`src/kifc_pkg.sv`:
```
// Package for the keyframe-indexed frame cache.
// Holds beat structs, operation and status codes, state and command types.
// Depends on nothing.
`timescale 1ns / 1ps
package kifc_pkg;

  localparam int DEF_TABLE_DEPTH = 256;
  localparam int DEF_CHANNELS    = 2;
  localparam logic [31:0] LIMIT_RESET = 32'd2097152;

  localparam logic [2:0] OP_ADD    = 3'd0;
  localparam logic [2:0] OP_GET    = 3'd1;
  localparam logic [2:0] OP_BEFORE = 3'd2;
  localparam logic [2:0] OP_AFTER  = 3'd3;
  localparam logic [2:0] OP_NEWEST = 3'd4;
  localparam logic [2:0] OP_NEXT   = 3'd5;

  localparam logic [2:0] ST_OK         = 3'd0;
  localparam logic [2:0] ST_AWAIT      = 3'd1;
  localparam logic [2:0] ST_BADTYPE    = 3'd2;
  localparam logic [2:0] ST_NOTSTARTED = 3'd3;
  localparam logic [2:0] ST_RANGE      = 3'd4;
  localparam logic [2:0] ST_NOTFOUND   = 3'd5;

  localparam logic [1:0] KEY_KIND = 2'd1;
  localparam logic [1:0] BAD_KIND = 2'd3;

  typedef struct packed {
    logic [2:0]  operation;
    logic        channel;
    logic [23:0] frame_length;
    logic [1:0]  frame_kind;
    logic [63:0] time_stamp;
    logic [47:0] query_seq;
  } in_item_t;

  typedef struct packed {
    logic [2:0]  status;
    logic [47:0] found_seq;
    logic [23:0] found_length;
    logic [1:0]  found_kind;
    logic [63:0] found_stamp;
  } out_item_t;

  typedef struct packed {
    logic [23:0] len;
    logic [1:0]  kind;
    logic [63:0] stamp;
  } rec_t;

  typedef enum logic [3:0] {
    S_IDLE, S_DECODE, S_EVICT, S_EV_DROP, S_INSERT,
    S_GET_RD, S_GET_CAP, S_SRCH_RD, S_SRCH_CHK, S_RESP
  } state_t;

  typedef enum logic [1:0] {DEC_DONE, DEC_ADD, DEC_GET, DEC_SRCH} dec_t;

  typedef struct packed {
    logic latch;
    logic decode;
    logic evict_rd;
    logic evict_drop;
    logic insert;
    logic get_rd;
    logic get_cap;
    logic srch_rd;
    logic srch_step;
    logic deliver;
  } ctrl_cmd_t;

  typedef struct packed {
    dec_t dec;
    logic ev_need;
    logic key_hit;
    logic srch_last;
    logic out_free;
  } dp_stat_t;

endpackage

```
`src/kifc_ctrl.sv`:
```
// Controller state machine of the keyframe-indexed frame cache.
// Uses kifc_pkg; drives commands to kifc_datapath from its status.
`timescale 1ns / 1ps
module kifc_ctrl import kifc_pkg::*; (
  input  logic      clk,
  input  logic      rst_n,
  input  logic      in_valid,
  output logic      in_ready,
  input  dp_stat_t  stat,
  output ctrl_cmd_t cmd
);

  state_t state_r, state_nxt;

  always_ff @(posedge clk) begin
    if (!rst_n) begin
      state_r <= S_IDLE;
    end else begin
      state_r <= state_nxt;
    end
  end

  always_comb begin
    state_nxt = state_r;
    cmd       = '0;
    in_ready  = 1'b0;
    unique case (state_r)
      S_IDLE: begin
        in_ready  = 1'b1;
        cmd.latch = in_valid;
        if (in_valid) state_nxt = S_DECODE;
      end
      S_DECODE: begin
        cmd.decode = 1'b1;
        unique case (stat.dec)
          DEC_DONE: state_nxt = S_RESP;
          DEC_ADD:  state_nxt = S_EVICT;
          DEC_GET:  state_nxt = S_GET_RD;
          DEC_SRCH: state_nxt = S_SRCH_RD;
          default:  state_nxt = S_RESP;
        endcase
      end
      S_EVICT: begin
        if (stat.ev_need) begin
          cmd.evict_rd = 1'b1;
          state_nxt    = S_EV_DROP;
        end else begin
          state_nxt = S_INSERT;
        end
      end
      S_EV_DROP: begin
        cmd.evict_drop = 1'b1;
        state_nxt      = S_EVICT;
      end
      S_INSERT: begin
        cmd.insert = 1'b1;
        state_nxt  = S_RESP;
      end
      S_GET_RD: begin
        cmd.get_rd = 1'b1;
        state_nxt  = S_GET_CAP;
      end
      S_GET_CAP: begin
        cmd.get_cap = 1'b1;
        state_nxt   = S_RESP;
      end
      S_SRCH_RD: begin
        cmd.srch_rd = 1'b1;
        state_nxt   = S_SRCH_CHK;
      end
      S_SRCH_CHK: begin
        cmd.srch_step = 1'b1;
        state_nxt = (stat.key_hit || stat.srch_last) ? S_RESP : S_SRCH_RD;
      end
      S_RESP: begin
        if (stat.out_free) begin
          cmd.deliver = 1'b1;
          state_nxt   = S_IDLE;
        end
      end
      default: state_nxt = S_IDLE;
    endcase
  end

endmodule

```
`config.mk`:
```
export PLATFORM = sky130hd
export DESIGN_NAME = kifc_ctrl
export DESIGN_NICKNAME = d
export VERILOG_FILES = /design/src/kifc_pkg.sv /design/src/kifc_ctrl.sv
export SDC_FILE = /design/constraint.sdc
export NUM_CORES = 1
export LEC_CHECK = 0
export ABC_AREA = 1
export ABC_CLOCK_PERIOD_IN_PS = 1200
export BUFFER_PORTS_ARGS = -buffer_cell sky130_fd_sc_hd__buf_4
export CORE_AREA = 2 2 39 41
export DETAILED_ROUTE_END_ITERATION = 12
export DIE_AREA = 0 0 41 43
export SYNTH_ARGS = -nofsm -noshare
export SYNTH_HDL_FRONTEND = slang
export SYNTH_SLANG_ARGS = --single-unit
```
`constraint.sdc`:
```
create_clock -name clk -period 1.2 [get_ports clk]
set_input_delay 0.24 -clock clk [delete_from_list [all_inputs] [get_ports clk]]
set_output_delay 0.24 -clock clk [all_outputs]
set_load 0.02 [all_outputs]
```
Word level (Yosys, flattened, before mapping)
Index checks and enable logic that the tools add are counted.
Widths: inputs -> output; s select.
- reductions and logical operators: 5
- muxes and demuxes: 19
- equality and inequality tests: 14
- operators by type and width (cell ; count):
    $pmux 4 s9 ; 1
    $eq 4x3->1 const B ; 4
    $pmux 4 s4 ; 1
    $mux 1 ; 13
    $mux 4 ; 3
    $eq 4x2->1 const B ; 2
    $eq 4x4->1 const B ; 2
    $eq 2x2->1 const B ; 2
    $eq 4x1->1 const B ; 1
    $logic_not 4->1 ; 1
    $ne 2x2->1 const B ; 2
    $mux 3 ; 1
    $eq 2x1->1 const B ; 1
    $logic_not 2->1 ; 1
    $reduce_and 2->1 ; 1
    $reduce_or 2->1 ; 1
    $logic_or 1x1->1 ; 1
- register bits: 4
- input bits: 9
- output and inout bits: 11

Depth between registers and ports, before layout
- depth in word-level cells: 3
- depth in mapped cells: 7

Least setup slack after synthesis
Ideal clock, no wire load.
- kind: reg-to-output
- from: reg state_r[2]
- to: out cmd[2] (netlist bit)
- stages on the path, launching flop included: 5
- data arrival time: 1.114 ns
- path buffers: 0
- slack: -0.154 ns
- required time: 0.960 ns
- cells stage by stage: dfxtp_1 > inv_1 > nor2_2 > inv_1 > nor3_1
- RTL lines (item ; RTL line ; RTL):
    from (decl) ; kifc_ctrl.sv:13 ; state_t state_r, state_nxt;
    from (signal assigned) ; kifc_ctrl.sv:19 ; state_r <= state_nxt;
    to (decl) ; kifc_ctrl.sv:10 ; output ctrl_cmd_t cmd

==> qor.csv <==
metric,value,unit
status,finished with violations,
violations,setup timing,
worst_slack,-0.147,ns
gp_congestion,0.779,
numPortBuffers,19,
placed_area,639,um2
synthCells,77,
clk_pin_slew,0.04,ns
switching_share,47.6,%
avgViaCountPerCell,4.50,
place_hpwl,930,um
io_pins,20,
ctsHoldBuffers,0,
max_freq,743,MHz
dieWidth,41,um
clkLatencyLatePin,0.25,ns
drt-pass1-iter-count,4,
critPathCaptureType,output port,
coreArea,1380,um2
fin_crit,1.35,ns
yosys_warnings,0,
nFillCells,134,
worstMarginPinSlew,0.128,ns
arrival,1.11,ns
vias,580,
grt-ovfl-total,0,
p_sw,782,uW
die_area,1760,um2
p_int,862,uW
htreeDepth,1,
initial_core_util,29.6,%
drt_iter0_markers,10,
drv_slew,0,
startpoint_type,register,
area_growth,93.9,%
p_leak,0.000449,uW
drive_above_1_share,56.6,%
numCtsBuffers,3,
clockRootBuffer,clkbuf_4,
finalPower,1640,uW
syn_nets,86,
layout.nets,124,
largest_reg_flops,4,
largest_registers,state_r x4,
grt_pass1_wl,1920,um
hp-start,rst_n,
path_class,reg2out,
ys_seq_area_share,19.6,%
syn_area,409,um2
avgSynthCellArea,5.31,um2
first_global_vias,519,
clock_sinks,4,
reg2reg_depth,8,
slew_headroom,91.4,%
ys_seq_elements,4,
finalWirelength,1200,um
timing.setup.tns,-1.25,ns
sequentialPowerShare,18.3,%
final_area,793,um2
postRouteAntennaNets,0,
clock_skew,0.0104,ns
post_drt_wl_per_cell,9.26,um
tritoncts,built,
cap_violations,0,
grt_max_degree,7,
antenna_found_initial,0,
power_frac_comb,70.9,%
grtUsageTotal,16.1,%
setup_viol,11,
whs_path_depth,3,
rows,14,
r2r_setup_slack,0.06,ns
synth.distinct_cells,12,
power-per-cell-area,2070,nW/um2
cts_buffer_depth,2,
largest-register,state_r,
critPathMaxFanout,5,
rsz0062_at_grt,true,
finalHoldViolations,0,
fin_crit_sh,112,%
fin_hold_ws,0.213,ns
hp-class,in2reg,
min_to,state_r[0]$_SDFFE_PN0P_,
clockPowerShare,10.8,%
diodes,0,
chipHeight,43,um
worstPathRequired,0.96,ns
r2r_end,state_r[3]$_SDFFE_PN0P_,
worstReg2RegStart,state_r[0]$_SDFFE_PN0P_,
drc_errors,0,
peakVddDrop,0.00102,V
[power by group through the flow]
stage / clock network [uW] / registers [uW] / logic (uW)
floorplan: 0 / 244 / 556
global placement: 0 / 254 / 919
detailed placement: 0 / 257 / 913
CTS: 185 / 278 / 1040
global route: 185 / 308 / 1280
finish: 177 / 301 / 1170
[metrics by stage]
stage                     utilization, %  worst slack (ns)  instances
after CTS                           52.7            -0.173        126
after detailed placement            46.2           -0.0330        120
after global routing                57.3            -0.193        129
final                               57.3            -0.147        129
after floorplan                        -            -0.154         77
after global placement              46.2           -0.0336        120
[layout make-up]
cell class              instances  area [um2]  share of cell area, %
clock buffers                   3        22.5                   2.84
inverters                      18        75.1                   9.46
multi-input cells              55         314                   39.6
flip-flops and latches          4        95.1                   12.0
well taps                      16        20.0                   2.52
repair buffers                 33         267                   33.6
[what timing repair did]
item / in CTS / in global routing
gates resized for setup: 18 / 13
setup buffers: 3 / 3
endpoints found under the setup margin: 11 / 12
cloned: 0 / 0
pin swaps: 4 / 6
hold endpoints to repair: 0 / 0
[cell usage in the layout (no fill, tap or decap), drive strengths merged]
cell,Yosys,final
buf,0,33
nor3,3,3
clkbuf,0,3
nor2,19,19
dfxtp,4,4
inv,18,18
nand2,20,20
nand3,11,11
nand4,2,2
[kinds of logic (layout without fill, tap and decap cells)]
| kind of cell | Yosys count | after routing | share of synthesized area, % |
|---|---|---|---|
| DFF | 4 | 4 | 19.6 |
| and+or+nand+nor | 55 | 55 | 63.9 |
| buffers and inverters | 18 | 54 | 16.5 |
[Yosys cell counts]
master | number | area [um2]
nand2_1 | 19 | 71.3
inv_1 | 14 | 52.6
nor2_1 | 13 | 48.8
nand3_1 | 10 | 50.1
dfxtp_1 | 4 | 80.1
inv_2 | 4 | 15.0
nor2_2 | 4 | 25.0
nor3_1 | 3 | 15.0
nand4_1 | 2 | 12.5
nor2_4 | 2 | 22.5
nand2_2 | 1 | 6.26
nand3_2 | 1 | 10.0
[layer usage]
metal	track usage, %	wire length, um	up-vias
li1	-	-	308
met1	17.7	474	256
met2	27.2	647	14
met3	1.57	57	2
met4	10.0	14	0
met5	0	0	-
[critical path, cell delays in order (launching register included)]
cell     delay, ns
dfxtp_4       0.38
inv_4         0.06
nor2_4        0.14
nand2_2       0.07
nor2_2        0.09
buf_6         0.12
[worst max path at each step]
stage | cells past startpoint | to | slack (ns) | startpoint
after CTS | 5 | cmd[3] | -0.17 | state_r[2]$_SDFFE_PN0P_
after global placement | 5 | cmd[3] | -0.03 | state_r[2]$_SDFFE_PN0P_
after detailed placement | 5 | cmd[2] | -0.03 | state_r[2]$_SDFFE_PN0P_
after floorplan | 4 | cmd[2] | -0.15 | state_r[2]$_SDFFE_PN0P_
after global routing | 5 | cmd[0] | -0.19 | state_r[0]$_SDFFE_PN0P_
final | 5 | cmd[0] | -0.15 | state_r[0]$_SDFFE_PN0P_
No activity file was read; power rests on OpenSTA's default activity.
